## src/rtl/core/assert_macros.svh

```systemverilog
// ----------------------------------------------------------------------------
// assert_macros.svh
// Concurrent assertion shorthands clocked on i_clk, disabled while in reset.
// ----------------------------------------------------------------------------
`ifndef ASSERT_MACROS_SVH
`define ASSERT_MACROS_SVH

// expression must hold on every clock edge out of reset
`define OAM_ASSERT_ALWAYS(lbl, expr, msg) \
    lbl: assert property (@(posedge i_clk) disable iff (!i_rst_n) (expr)) else $error(msg);

// antecedent on one edge implies consequent on the next edge
`define OAM_ASSERT_NEXT(lbl, ante, cons, msg) \
    lbl: assert property (@(posedge i_clk) disable iff (!i_rst_n) (ante) |=> (cons)) \
        else $error(msg);

`endif

```

## src/rtl/core/oam_pkg.sv

```systemverilog
// ----------------------------------------------------------------------------
// oam_pkg
// Shared widths, reset values, orientation codes and offset table for the
// orientation-corrected accelerometer averaging filter.
// ----------------------------------------------------------------------------
package oam_pkg;

    // axis count and sample format
    localparam int AXES     = 3;
    localparam int SAMPLE_W = 16;
    localparam int THR_W    = 15;
    localparam int MAG_W    = 32;

    // window depth is a power of two; mean is a shift with sign correction
    localparam int WIN_LOG2  = 3;
    localparam int WIN_DEPTH = 1 << WIN_LOG2;
    localparam int SUM_W     = SAMPLE_W + WIN_LOG2;

    // stream payload widths (bytes padded)
    localparam int IN_W  = ((AXES * SAMPLE_W + 7) / 8) * 8;
    localparam int OUT_W = ((AXES * SAMPLE_W + MAG_W + 7) / 8) * 8;

    // reset values
    localparam logic [THR_W-1:0]           THR_RESET = THR_W'(16000);
    localparam logic signed [SAMPLE_W-1:0] WIN_RESET = SAMPLE_W'(9310);
    localparam logic signed [SUM_W-1:0]    SUM_RESET = SUM_W'(WIN_DEPTH * 9310);

    // orientation codes
    localparam logic [2:0] ORI_NONE = 3'd0;
    localparam logic [2:0] ORI_XPOS = 3'd1;
    localparam logic [2:0] ORI_XNEG = 3'd2;
    localparam logic [2:0] ORI_YPOS = 3'd3;
    localparam logic [2:0] ORI_YNEG = 3'd4;
    localparam logic [2:0] ORI_ZPOS = 3'd5;

    // one sample per axis, index 0 = x
    typedef logic [AXES-1:0][SAMPLE_W-1:0] t_axes;

    // updated window sums handed to the averaging pipeline
    typedef struct packed {
        logic                         valid;
        logic [AXES-1:0][SUM_W-1:0]   sum;
    } t_sum_req;

    // finished result
    typedef struct packed {
        logic                         valid;
        logic [AXES-1:0][SAMPLE_W-1:0] mean;
        logic [MAG_W-1:0]             mag;
    } t_result;

    // per-orientation axis offsets
    function automatic t_axes orient_offsets(input logic [2:0] ori);
        t_axes off;
        off = '0;
        unique case (ori)
            ORI_XPOS: begin
                off[0] = SAMPLE_W'(100);
                off[1] = SAMPLE_W'(-70);
                off[2] = SAMPLE_W'(-500);
            end
            ORI_XNEG: begin
                off[0] = SAMPLE_W'(100);
                off[2] = SAMPLE_W'(300);
            end
            ORI_YPOS: begin
                off[0] = SAMPLE_W'(500);
                off[1] = SAMPLE_W'(-200);
                off[2] = SAMPLE_W'(600);
            end
            ORI_YNEG: begin
                off[0] = SAMPLE_W'(-65);
                off[2] = SAMPLE_W'(-225);
            end
            ORI_ZPOS: begin
                off[0] = SAMPLE_W'(150);
                off[1] = SAMPLE_W'(-110);
            end
            default: begin
                off = '0;
            end
        endcase
        return off;
    endfunction

endpackage

```

## src/rtl/core/accel_offset_average_magnitude.sv

```systemverilog
// ----------------------------------------------------------------------------
// accel_offset_average_magnitude
// Orientation-corrected boxcar filter for three-axis accelerometer samples,
// with the squared magnitude of the filtered vector.
//
//   channel   dir  handshake                      payload
//   s_axis    in   i_s_axis_tvalid/o_s_axis_tready  accel x, y, z
//   m_axis    out  o_m_axis_tvalid/i_m_axis_tready  means x, y, z, magnitude^2
//   cfg       in   i_cfg_valid/o_cfg_ready          orientation threshold
//
// One sample per cycle while the output accepts; each passes the input register, then oam_mag stages a, b and c.
// The window sums are updated when an item leaves the input register, so
// consecutive items never wait on each other.
// Synchronous active-low reset: windows hold 9310, position 0, threshold 16000.
// A stalled output fills the pipeline bubbles first; input backs up only
// when all four stages hold a request.
// ----------------------------------------------------------------------------
module accel_offset_average_magnitude (
    input  logic                          i_clk,
    input  logic                          i_rst_n,
    // slave stream
    input  logic                          i_s_axis_tvalid,
    output logic                          o_s_axis_tready,
    input  logic [oam_pkg::IN_W-1:0]      i_s_axis_tdata,  // accel_x, accel_y, accel_z
    // master stream
    output logic                          o_m_axis_tvalid,
    input  logic                          i_m_axis_tready,
    output logic [oam_pkg::OUT_W-1:0]     o_m_axis_tdata,  // filtered_x, _y, _z, magnitude_sq
    // configuration write
    input  logic                          i_cfg_valid,
    output logic                          o_cfg_ready,
    input  logic [oam_pkg::THR_W-1:0]     i_cfg_data       // tilt_limit
);
    import oam_pkg::*;

    logic               r_s0_valid;
    t_axes              r_s0_acc;
    logic [THR_W-1:0]   r_thr;

    t_axes              w_corr;
    t_sum_req           w_req;
    logic [AXES-1:0][SUM_W-1:0] w_sum;
    logic               w_req_ready;
    logic               w_s0_adv;
    t_result            w_res;

    // config register, always writable
    assign o_cfg_ready = 1'b1;

    always_ff @(posedge i_clk) begin
        if (!i_rst_n) begin
            r_thr <= THR_RESET;
        end else if (i_cfg_valid) begin
            r_thr <= i_cfg_data;
        end
    end

    // input register
    assign w_s0_adv        = r_s0_valid && w_req_ready;
    assign o_s_axis_tready = !r_s0_valid || w_req_ready;

    always_ff @(posedge i_clk) begin
        if (!i_rst_n) begin
            r_s0_valid <= 1'b0;
        end else if (o_s_axis_tready) begin
            r_s0_valid <= i_s_axis_tvalid;
        end
    end

    always_ff @(posedge i_clk) begin
        if (i_s_axis_tvalid && o_s_axis_tready) begin
            r_s0_acc <= i_s_axis_tdata[AXES*SAMPLE_W-1:0];
        end
    end

    // orientation offsets
    oam_orient u_orient (
        .i_acc (r_s0_acc),
        .i_thr (r_thr),
        .o_acc (w_corr)
    );

    // one window per axis, sums bundled with the input valid
    assign w_req = {r_s0_valid, w_sum};

    for (genvar g = 0; g < AXES; g++) begin : g_win
        oam_window u_win (
            .i_clk      (i_clk),
            .i_rst_n    (i_rst_n),
            .i_wr_en    (w_s0_adv),
            .i_sample   (w_corr[g]),
            .o_sum_next (w_sum[g])
        );
    end

    // means and magnitude
    oam_mag u_mag (
        .i_clk       (i_clk),
        .i_rst_n     (i_rst_n),
        .i_req       (w_req),
        .o_req_ready (w_req_ready),
        .o_res       (w_res),
        .i_res_ready (i_m_axis_tready)
    );

    assign o_m_axis_tvalid = w_res.valid;
    assign o_m_axis_tdata  = OUT_W'({w_res.mag, w_res.mean});

    // checks
`include "assert_macros.svh"

    `OAM_ASSERT_ALWAYS(a_empty_input_ready, r_s0_valid || o_s_axis_tready, "empty input stage not ready")
    `OAM_ASSERT_NEXT(a_accept_loads, i_s_axis_tvalid && o_s_axis_tready, r_s0_valid, "accepted request lost")
    `OAM_ASSERT_ALWAYS(a_zero_mag, !o_m_axis_tvalid || (o_m_axis_tdata[47:0] != 48'd0) || (o_m_axis_tdata[79:48] == 32'd0), "nonzero magnitude for zero means")

endmodule

```

## src/rtl/core/oam_orient.sv

```systemverilog
// ----------------------------------------------------------------------------
// oam_orient
// Picks the dominant orientation by priority and adds its axis offsets
// with 16-bit wraparound.
// ----------------------------------------------------------------------------
module oam_orient (
    input  oam_pkg::t_axes                   i_acc,
    input  logic [oam_pkg::THR_W-1:0]        i_thr,
    output oam_pkg::t_axes                   o_acc
);
    import oam_pkg::*;

    logic signed [SAMPLE_W:0] w_ax;
    logic signed [SAMPLE_W:0] w_ay;
    logic signed [SAMPLE_W:0] w_az;
    logic signed [SAMPLE_W:0] w_thr_p;
    logic signed [SAMPLE_W:0] w_thr_n;
    logic [2:0]               w_ori;
    t_axes                    w_off;

    // widen to 17 bits so -threshold and the samples compare exactly
    assign w_ax    = $signed({i_acc[0][SAMPLE_W-1], i_acc[0]});
    assign w_ay    = $signed({i_acc[1][SAMPLE_W-1], i_acc[1]});
    assign w_az    = $signed({i_acc[2][SAMPLE_W-1], i_acc[2]});
    assign w_thr_p = $signed({{(SAMPLE_W + 1 - THR_W){1'b0}}, i_thr});
    assign w_thr_n = -w_thr_p;

    // priority select, strict compares
    always_comb begin
        if (w_ax > w_thr_p) begin
            w_ori = ORI_XPOS;
        end else if (w_ax < w_thr_n) begin
            w_ori = ORI_XNEG;
        end else if (w_ay > w_thr_p) begin
            w_ori = ORI_YPOS;
        end else if (w_ay < w_thr_n) begin
            w_ori = ORI_YNEG;
        end else if (w_az > w_thr_p) begin
            w_ori = ORI_ZPOS;
        end else begin
            w_ori = ORI_NONE;
        end
    end

    assign w_off = orient_offsets(w_ori);

    // wrapping offset add
    always_comb begin
        for (int i = 0; i < AXES; i++) begin
            o_acc[i] = i_acc[i] + w_off[i];
        end
    end

endmodule

```

## src/rtl/core/oam_window.sv

```systemverilog
// ----------------------------------------------------------------------------
// oam_window
// Circular sample window for one axis with a running sum. The sum after the
// current write is offered combinationally for capture downstream.
// ----------------------------------------------------------------------------
module oam_window (
    input  logic                                i_clk,
    input  logic                                i_rst_n,
    input  logic                                i_wr_en,
    input  logic [oam_pkg::SAMPLE_W-1:0]        i_sample,
    output logic [oam_pkg::SUM_W-1:0]           o_sum_next
);
    import oam_pkg::*;

    logic [SAMPLE_W-1:0]      r_mem [WIN_DEPTH];
    logic [WIN_LOG2-1:0]      r_pos;
    logic signed [SUM_W-1:0]  r_sum;
    logic signed [SUM_W-1:0]  n_sum;
    logic signed [SAMPLE_W-1:0] w_old;
    logic signed [SAMPLE_W-1:0] w_new;

    assign w_old = $signed(r_mem[r_pos]);
    assign w_new = $signed(i_sample);

    // drop the entry being overwritten, add the new one
    assign n_sum      = r_sum - SUM_W'(w_old) + SUM_W'(w_new);
    assign o_sum_next = n_sum;

    // window storage, position and sum
    always_ff @(posedge i_clk) begin
        if (!i_rst_n) begin
            for (int i = 0; i < WIN_DEPTH; i++) begin
                r_mem[i] <= WIN_RESET;
            end
            r_pos <= '0;
            r_sum <= SUM_RESET;
        end else if (i_wr_en) begin
            r_mem[r_pos] <= i_sample;
            r_pos        <= r_pos + 1'b1;
            r_sum        <= n_sum;
        end
    end

endmodule

```

## src/rtl/core/oam_mag.sv

```systemverilog
// ----------------------------------------------------------------------------
// oam_mag
// Three-stage pipeline: capture window sums, form truncated means and their
// squares, then add the squares into the output register.
// ----------------------------------------------------------------------------
module oam_mag (
    input  logic                i_clk,
    input  logic                i_rst_n,
    input  oam_pkg::t_sum_req   i_req,
    output logic                o_req_ready,
    output oam_pkg::t_result    o_res,
    input  logic                i_res_ready
);
    import oam_pkg::*;

    logic                            r_a_valid;
    logic [AXES-1:0][SUM_W-1:0]      r_a_sum;
    logic                            r_b_valid;
    logic [AXES-1:0][SAMPLE_W-1:0]   r_b_mean;
    logic [AXES-1:0][MAG_W-1:0]      r_b_sq;
    logic                            r_c_valid;
    logic [AXES-1:0][SAMPLE_W-1:0]   r_c_mean;
    logic [MAG_W-1:0]                r_c_mag;

    logic                            w_a_en;
    logic                            w_b_en;
    logic                            w_c_en;
    logic [AXES-1:0][SAMPLE_W-1:0]   w_mean;
    logic [AXES-1:0][MAG_W-1:0]      w_sq;

    // a stage moves when it is empty or its successor moves
    assign w_c_en      = !r_c_valid || i_res_ready;
    assign w_b_en      = !r_b_valid || w_c_en;
    assign w_a_en      = !r_a_valid || w_b_en;
    assign o_req_ready = w_a_en;

    // mean truncated toward zero, then square
    always_comb begin
        logic signed [SUM_W-1:0]    s;
        logic signed [SUM_W-1:0]    biased;
        logic signed [SUM_W-1:0]    shifted;
        logic signed [SAMPLE_W-1:0] m;
        logic signed [2*SAMPLE_W-1:0] p;
        for (int i = 0; i < AXES; i++) begin
            s       = $signed(r_a_sum[i]);
            biased  = s + (s[SUM_W-1] ? SUM_W'(WIN_DEPTH - 1) : SUM_W'(0));
            shifted = biased >>> WIN_LOG2;
            m       = shifted[SAMPLE_W-1:0];
            p       = m * m;
            w_mean[i] = m;
            w_sq[i]   = MAG_W'($unsigned(p));
        end
    end

    // stage valids
    always_ff @(posedge i_clk) begin
        if (!i_rst_n) begin
            r_a_valid <= 1'b0;
            r_b_valid <= 1'b0;
            r_c_valid <= 1'b0;
        end else begin
            if (w_a_en) begin
                r_a_valid <= i_req.valid;
            end
            if (w_b_en) begin
                r_b_valid <= r_a_valid;
            end
            if (w_c_en) begin
                r_c_valid <= r_b_valid;
            end
        end
    end

    // stage payloads
    always_ff @(posedge i_clk) begin
        if (w_a_en && i_req.valid) begin
            r_a_sum <= i_req.sum;
        end
        if (w_b_en && r_a_valid) begin
            r_b_mean <= w_mean;
            r_b_sq   <= w_sq;
        end
        if (w_c_en && r_b_valid) begin
            r_c_mean <= r_b_mean;
            r_c_mag  <= r_b_sq[0] + r_b_sq[1] + r_b_sq[2];
        end
    end

    assign o_res.valid = r_c_valid;
    assign o_res.mean  = r_c_mean;
    assign o_res.mag   = r_c_mag;

endmodule

```

## config.mk

```make
export PLATFORM = sky130hd
export DESIGN_NAME = accel_offset_average_magnitude
export DESIGN_NICKNAME = d
export VERILOG_FILES = /design/src/rtl/core/oam_pkg.sv /design/src/rtl/core/accel_offset_average_magnitude.sv /design/src/rtl/core/oam_orient.sv /design/src/rtl/core/oam_window.sv /design/src/rtl/core/oam_mag.sv
export VERILOG_INCLUDE_DIRS = /design/src /design/src/rtl/core
export SDC_FILE = /design/constraint.sdc
export NUM_CORES = 2
export LEC_CHECK = 0
export BUFFER_PORTS_ARGS = -buffer_cell sky130_fd_sc_hd__buf_2
export CAP_MARGIN = 20
export CORE_ASPECT_RATIO = 0.75
export CORE_MARGIN = 2
export CORE_UTILIZATION = 36
export CTS_CLUSTER_SIZE = 40
export DETAILED_ROUTE_END_ITERATION = 7
export SLEW_MARGIN = 20
export SYNTH_ARGS = -nofsm -noshare
export SYNTH_HDL_FRONTEND = slang
export SYNTH_SLANG_ARGS = --single-unit
```

## constraint.sdc

```tcl
create_clock -name i_clk -period 15.6 [get_ports i_clk]
set_input_delay 3.12 -clock i_clk [delete_from_list [all_inputs] [get_ports i_clk]]
set_output_delay 3.12 -clock i_clk [all_outputs]
set_load 0.005 [all_outputs]
```

== Yosys cells after proc, flatten, opt, wreduce, memory -nomap -nowiden ==
Memories as Yosys holds them, arrays and structs flattened. A register that Yosys moved wholly into a read port is not among the register bits.
Index checks and enable logic that the tools add are counted.
Storage, ports and cells
  input bits: 68
  memories: 3
  flip-flop bits (word level): 414
  bits in writable memories: 384
  output and inout bits: 83
Memory list
  g_win[0].u_win.r_mem: depth 8, bits a word 16, read ports 1, clocked after memory_dff 1, wr ports 8, RTL line oam_window.sv:15  | logic [SAMPLE_W-1:0] r_mem [WIN_DEPTH];
  g_win[1].u_win.r_mem: depth 8, bits a word 16, read ports 1, clocked after memory_dff 1, wr ports 8, RTL line oam_window.sv:15
  g_win[2].u_win.r_mem: depth 8, bits a word 16, read ports 1, clocked after memory_dff 1, wr ports 8, RTL line oam_window.sv:15
Operators by class
  add/sub/neg operators: 18
  $lt $le $gt $ge: 5
  reductions and logical operators: 16
  eq/ne operators: 5
  mux-type cells: 30
  multipliers: 3
Operators with widths (number)
  $pmux 16 s4: 2
  $mul 16x16->32: 3
  $add 32x32->32: 2
  $add 19x16->19: 3
  $add 19x4->19: 3
  $sub 19x16->19: 3
  $mux 3: 17
  $add 16x16->16: 3
  $gt 16x16->1: 3
  $mux 16: 3
  $pmux 16 s3: 1
  $reduce_or 16->1: 3
  $lt 16x17->1: 2
  $neg 15->17: 1
  $add 3x1->3 const B: 3
  $mux 1: 7
  $eq 3x2->1 const B: 2
  $eq 3x3->1 const B: 2
  $logic_and 1x1->1: 4
  $logic_not 1->1: 4
  $logic_or 1x1->1: 4
  $eq 3x1->1 const B: 1
  $reduce_or 2->1: 1

== Longest topological paths before layout ==
  depth after elaboration: 11
  mapped depth: 42
  gate-level depth less buffers: 40

== By module ==
A second synthesis with hierarchy kept.
Unflattened totals
  cell total of the unflattened synthesis: 6285
  area, all modules: 68565.8 µm²
By module, submodules not included
  oam_mag: area each 38180.4 µm², times used 1, sequential area each 8318.0 µm², cells an instance 3664
  oam_window (g_win[0].u_win ...): area each 8117.8 µm², times used 2, sequential area each 4344.2 µm², cells an instance 665
  oam_window (g_win[2].u_win): area each 8075.2 µm², times used 1, sequential area each 4344.2 µm², cells an instance 655
  oam_orient: area each 4007.6 µm², times used 1, sequential area each 0.0 µm², cells an instance 532
  accel_offset_average_magnitude: area each 2067.0 µm², times used 1, sequential area each 1761.7 µm², cells an instance 104

== Least setup slack after synthesis ==
Ideal clock, no wire load.
  path type: input port to flip-flop
  from: input port i_m_axis_tready
  to: register u_mag.r_b_mean[10] in the netlist's numbering, enable pin
  stages: 3
  slack: 5.490 ns
  arrival: 9.459 ns
  buffers on the path: 0
  cells stage by stage: nor2b_1 > and2_0 > nor2b_1
Between the ends
  cells in the longest elaborated chain, start to end: 3
Ends and longest elaborated chain
  start, declared: RTL line accel_offset_average_magnitude.sv:27  | input logic i_m_axis_tready,
  $logic_or 1x1->1: RTL line oam_mag.sv:32  | assign w_c_en = !r_c_valid || i_res_ready;
  $logic_or 1x1->1: RTL line oam_mag.sv:33  | assign w_b_en = !r_b_valid || w_c_en;
  $logic_and 1x1->1: RTL line oam_mag.sv:79  | if (w_b_en && r_a_valid) begin
  end signal, assigned: RTL line oam_mag.sv:80  | r_b_mean <= w_mean;
  end, declared: RTL line oam_mag.sv:19  | logic [AXES-1:0][SAMPLE_W-1:0] r_b_mean;
No other way between the ends.
A chain may end at the register's enable or synchronous reset.

== Worst setup path after layout ==
  from: register r_thr[1]
  to: register g_win[0].u_win.r_sum[18]
Between the ends
  cells in the longest elaborated chain, start to end: 11
  elaborated cells between the ends (all ways): 20
  those cells by class: add/sub (3); order compare (5); eq/ne (5); mux (6); reduce/logical (1)
Ends and longest elaborated chain
  start, declared: RTL line accel_offset_average_magnitude.sv:38  | logic [THR_W-1:0] r_thr;
  start signal, assigned: RTL line accel_offset_average_magnitude.sv:54  | r_thr <= i_cfg_data;
  $neg 15->17 or $gt 16x16->1 (tied branches): RTL line oam_orient.sv:26, oam_orient.sv:38
  $lt 16x17->1 or $mux 3 (tied branches): RTL line oam_orient.sv:36, oam_orient.sv:38
  $mux 3: RTL line oam_orient.sv:36  | end else if (w_ay < w_thr_n) begin
  $mux 3: RTL line oam_orient.sv:34  | end else if (w_ay > w_thr_p) begin
  $mux 3: RTL line oam_orient.sv:32  | end else if (w_ax < w_thr_n) begin
  $mux 3 (*): RTL line oam_orient.sv:30  | if (w_ax > w_thr_p) begin
  $eq 3x1->1 or $eq 3x2->1 (tied branches): RTL line oam_pkg.sv:56  | unique case (ori)
  $reduce_or 2->1 (no line)
  $pmux 16 s4 (*): RTL line oam_pkg.sv:56
  $add 16x16->16 (*): RTL line oam_orient.sv:50  | o_acc[i] = i_acc[i] + w_off[i];
  $add 19x16->19 (*): RTL line oam_window.sv:26  | assign n_sum = r_sum - SUM_W'(w_old) + SUM_W'(w_new);
  net g_win[0].u_win.o_sum_next (one bit): RTL line oam_window.sv:11  | output logic [oam_pkg::SUM_W-1:0] o_sum_next
  end signal, assigned: RTL line oam_window.sv:40  | r_sum <= n_sum;
  end, declared: RTL line oam_window.sv:17  | logic signed [SUM_W-1:0] r_sum;
The timed path passes the listed nets; every way through them passes the cells marked *.

==> out/results.ini <==
[cts]
post-cts-setup-buffers=0
cts_hold_buffers=0
cts_buffers=88
tritoncts=built
insertion_delay_ns=0.72
cts_resized=0
cts-root-buf=clkbuf_16
maximum_level_of_the_cts_h_tree=3
cts.reportedPaths.clkPinSlew_ns=0.07
tritoncts_num_sinks=801
clk_buf_depth=3

[min_path]
worstHoldPathType=flop to flop

[timing]
timing.slew.headroom=0.187
clock.fmax_ghz=0.103
worst_pin_slew_ns=1.22
timing_max_transition_violations_final=0
timing_hold_violations_final=0
final.setup_skew_ns=0.0380
period_needed_ns=9.74
setup_viol_count_final=0
final.period_utilization=0.624
rsz0062_at_grt=no
hold_slack_ns=0.407
fin_setup_tns_ns=0

[global_routing]
global_route.usage.met2=0.271
grt_antenna_before_repair=1
gr-usage-met3=0.0343
vias_in_the_first_global_route=44800
grt.busiest_layer=met2
wire_length_of_the_first_global_routing_pass_mm=259
use_met1=0.261
grt_start_max_net_pins=77
grt_usage=0.177
global_route.overflow_total=0

[final_layout]
finish.utilization=0.399
areaGrowthSynthToFinish_pct=10.4
final_net_count=7530
diodes=0
fillers=17500
final-instance-count-excl-fill=8692
drive_gt1_frac=0.0924

[logic_synthesis]
synth_ff_type=edfxtp_1
ys_seq_area_frac=0.349
synthDistinctLibCells=92
fraction_of_synthesis_flops_using_an_asynchronous_set_or_reset_pin=0
syn-instance-count=6024
post_synth_instance_area_mm2=0.0662
edff_count_synth=707
avgSynthCellArea_um2=11.0
ys_seq_elements=801
yosys_warnings=0

[routing]
ant_nets=0
drt-pass1-iter-count=6
drc_errors=0
wl_per_cell_um=18.8
drt_wl_total_mm=164
viasPerCell=4.93
dr_total_vias=42800
drt-initial-drc-count=3332

[critical_path]
critPathMaxFanout=9
critical-path-max-stage-delay_ns=0.74
critical_path.endpoint_type=flop
crit_path_start_kind=flop
worst-endpoint-required_ns=16.21
worstPathArrival_ns=10.34
timing.setup.critical_path_class=flop to flop
critPathSlowestCell=or4_1

[place]
gp_congestion=0.895
dp_cells=8529
port_buffers=149
dp_hpwl_mm=126

[floorplanning]
die_extent_in_y_um=375
placementRows=136
core_area_mm2=0.183
start_util=0.362
die_area_mm2=0.187
die_w_um=499
ios=151

[job]
max_cap_violations=0

[status]
outcome=completed

area by class of cell:
class	instances	area (µm²)	area share
inverters	1200	4510	0.0617
clock inverters	56	562	0.00769
well taps	2415	3020	0.0414
repair buffers	232	1370	0.0187
multi-input cells	3881	38100	0.522
clock buffers	107	2330	0.0320
flip-flops and latches	801	23100	0.317
synth_stat cells (22+ instances only):
cell	number	area [µm²]
inv_1	1168	4380
fa_1	803	16100
edfxtp_1	707	21200
nand2_1	626	2350
nor2_1	567	2130
ha_1	455	5690
xnor2_1	200	1750
a21oi_1	189	946
clkbuf_1	115	432
mux4_2	96	2160
dfxtp_1	94	1880
xor2_1	88	771
o21ai_0	81	405
a21o_1	77	578
nor3_1	75	375
nand3_1	47	235
mux2_2	44	495
o211ai_1	41	308
or3_1	35	219
a31oi_1	34	213
and3_1	34	213
nor2b_1	32	200
o21bai_1	29	218
a211oi_1	26	195
nand4_1	26	163
clkinv_1	25	93.8
nand2b_1	25	156
o21a_1	25	188
buf_1	23	86.3
and2_1	22	138
kinds of logic after synthesis:
kind of cell	count (synthesis)	share of synthesized area
simple gates	1557	0.101
buf+inv	1344	0.0766
fa+ha+maj	1259	0.329
flops	801	0.349
compound gates	609	0.0607
xor+xnor	292	0.0395
mux	160	0.0432
other cells	2	0.000114
final timing paths:
path | startpoint | to | slack (ns) | depth (start not counted)
worst min register to register | u_mag.r_b_mean[34] | u_mag.o_res[66] | 0.41 | 0
worst max-delay path | r_thr[1] | g_win[0].u_win.r_sum[18] | 5.86 | 36
worst min-delay path | u_mag.r_b_mean[34] | u_mag.o_res[66] | 0.41 | 0
worst max register to register | r_thr[1] | g_win[0].u_win.r_sum[18] | 5.86 | 36
through the flow:
step,area [µm²],setup WS [ns]
finish,73000,5.86
global route,73000,5.12
CTS,73000,5.89
detailed placement,70100,5.90
global placement,70100,6.20
floorplan,66200,5.49
registers in the layout (all words and copies together) (netlist names), 15 cells and up, named ones only:
register and cells:
g_win.u_win.r_mem 384, u_mag.r_b_sq 93, g_win.u_win.r_sum 57, u_mag.r_a_sum 57
r_s0_acc 48, u_mag.o_res 48, u_mag.r_b_mean 45, u_mag.r_c_mag 32
r_thr 15
metal layers:
layer  vias to the layer above  part of all wire
met5                         -                 0
met2                      1208              0.44
met3                       184             0.068
met1                     21400              0.47
li1                      20000                 -
met4                         0             0.022
critical path, delay by kind of cell (launching register included):
| family | cells | cell delay (ns) |
|---|---|---|
| compound gates | 11 | 2.49 |
| xor+xnor | 2 | 0.36 |
| fa+ha+maj | 6 | 2.07 |
| buf+inv | 4 | 0.54 |
| flops | 1 | 0.33 |
| mux | 1 | 0.25 |
| simple gates | 12 | 3.59 |
layout by cell type (no fill, tap or decap), types with 17 or more instances in the layout:
cell type	synthesis	routed
o211ai_1	41	41
o31ai_1	17	17
and2_1	22	22
clkbuf_16	0	89
or3_1	35	35
nand2_1	626	625
nor3_1	75	75
mux4_2	96	96
o21a_1	25	25
nand3_1	47	47
dfxtp_1	94	88
a21o_1	77	77
xor2_1	88	83
mux2i_1	19	19
nor2_1	567	567
buf_2	2	149
clkinv_1	25	36
nand2b_1	25	25
o21ai_0	81	81
a31oi_1	34	33
and3_1	34	34
fa_1	803	803
xnor2_1	200	192
a211oi_1	26	26
nor2b_1	32	30
inv_1	1168	1166
ha_1	455	455
buf_4	2	83
o21bai_1	29	29
a21oi_1	189	189
edfxtp_1	707	707
mux2_2	44	44
nand4_1	26	26
Power is not shown: default switching activity piles up to over one toggle a cycle in this logic, so the estimate is an artifact.
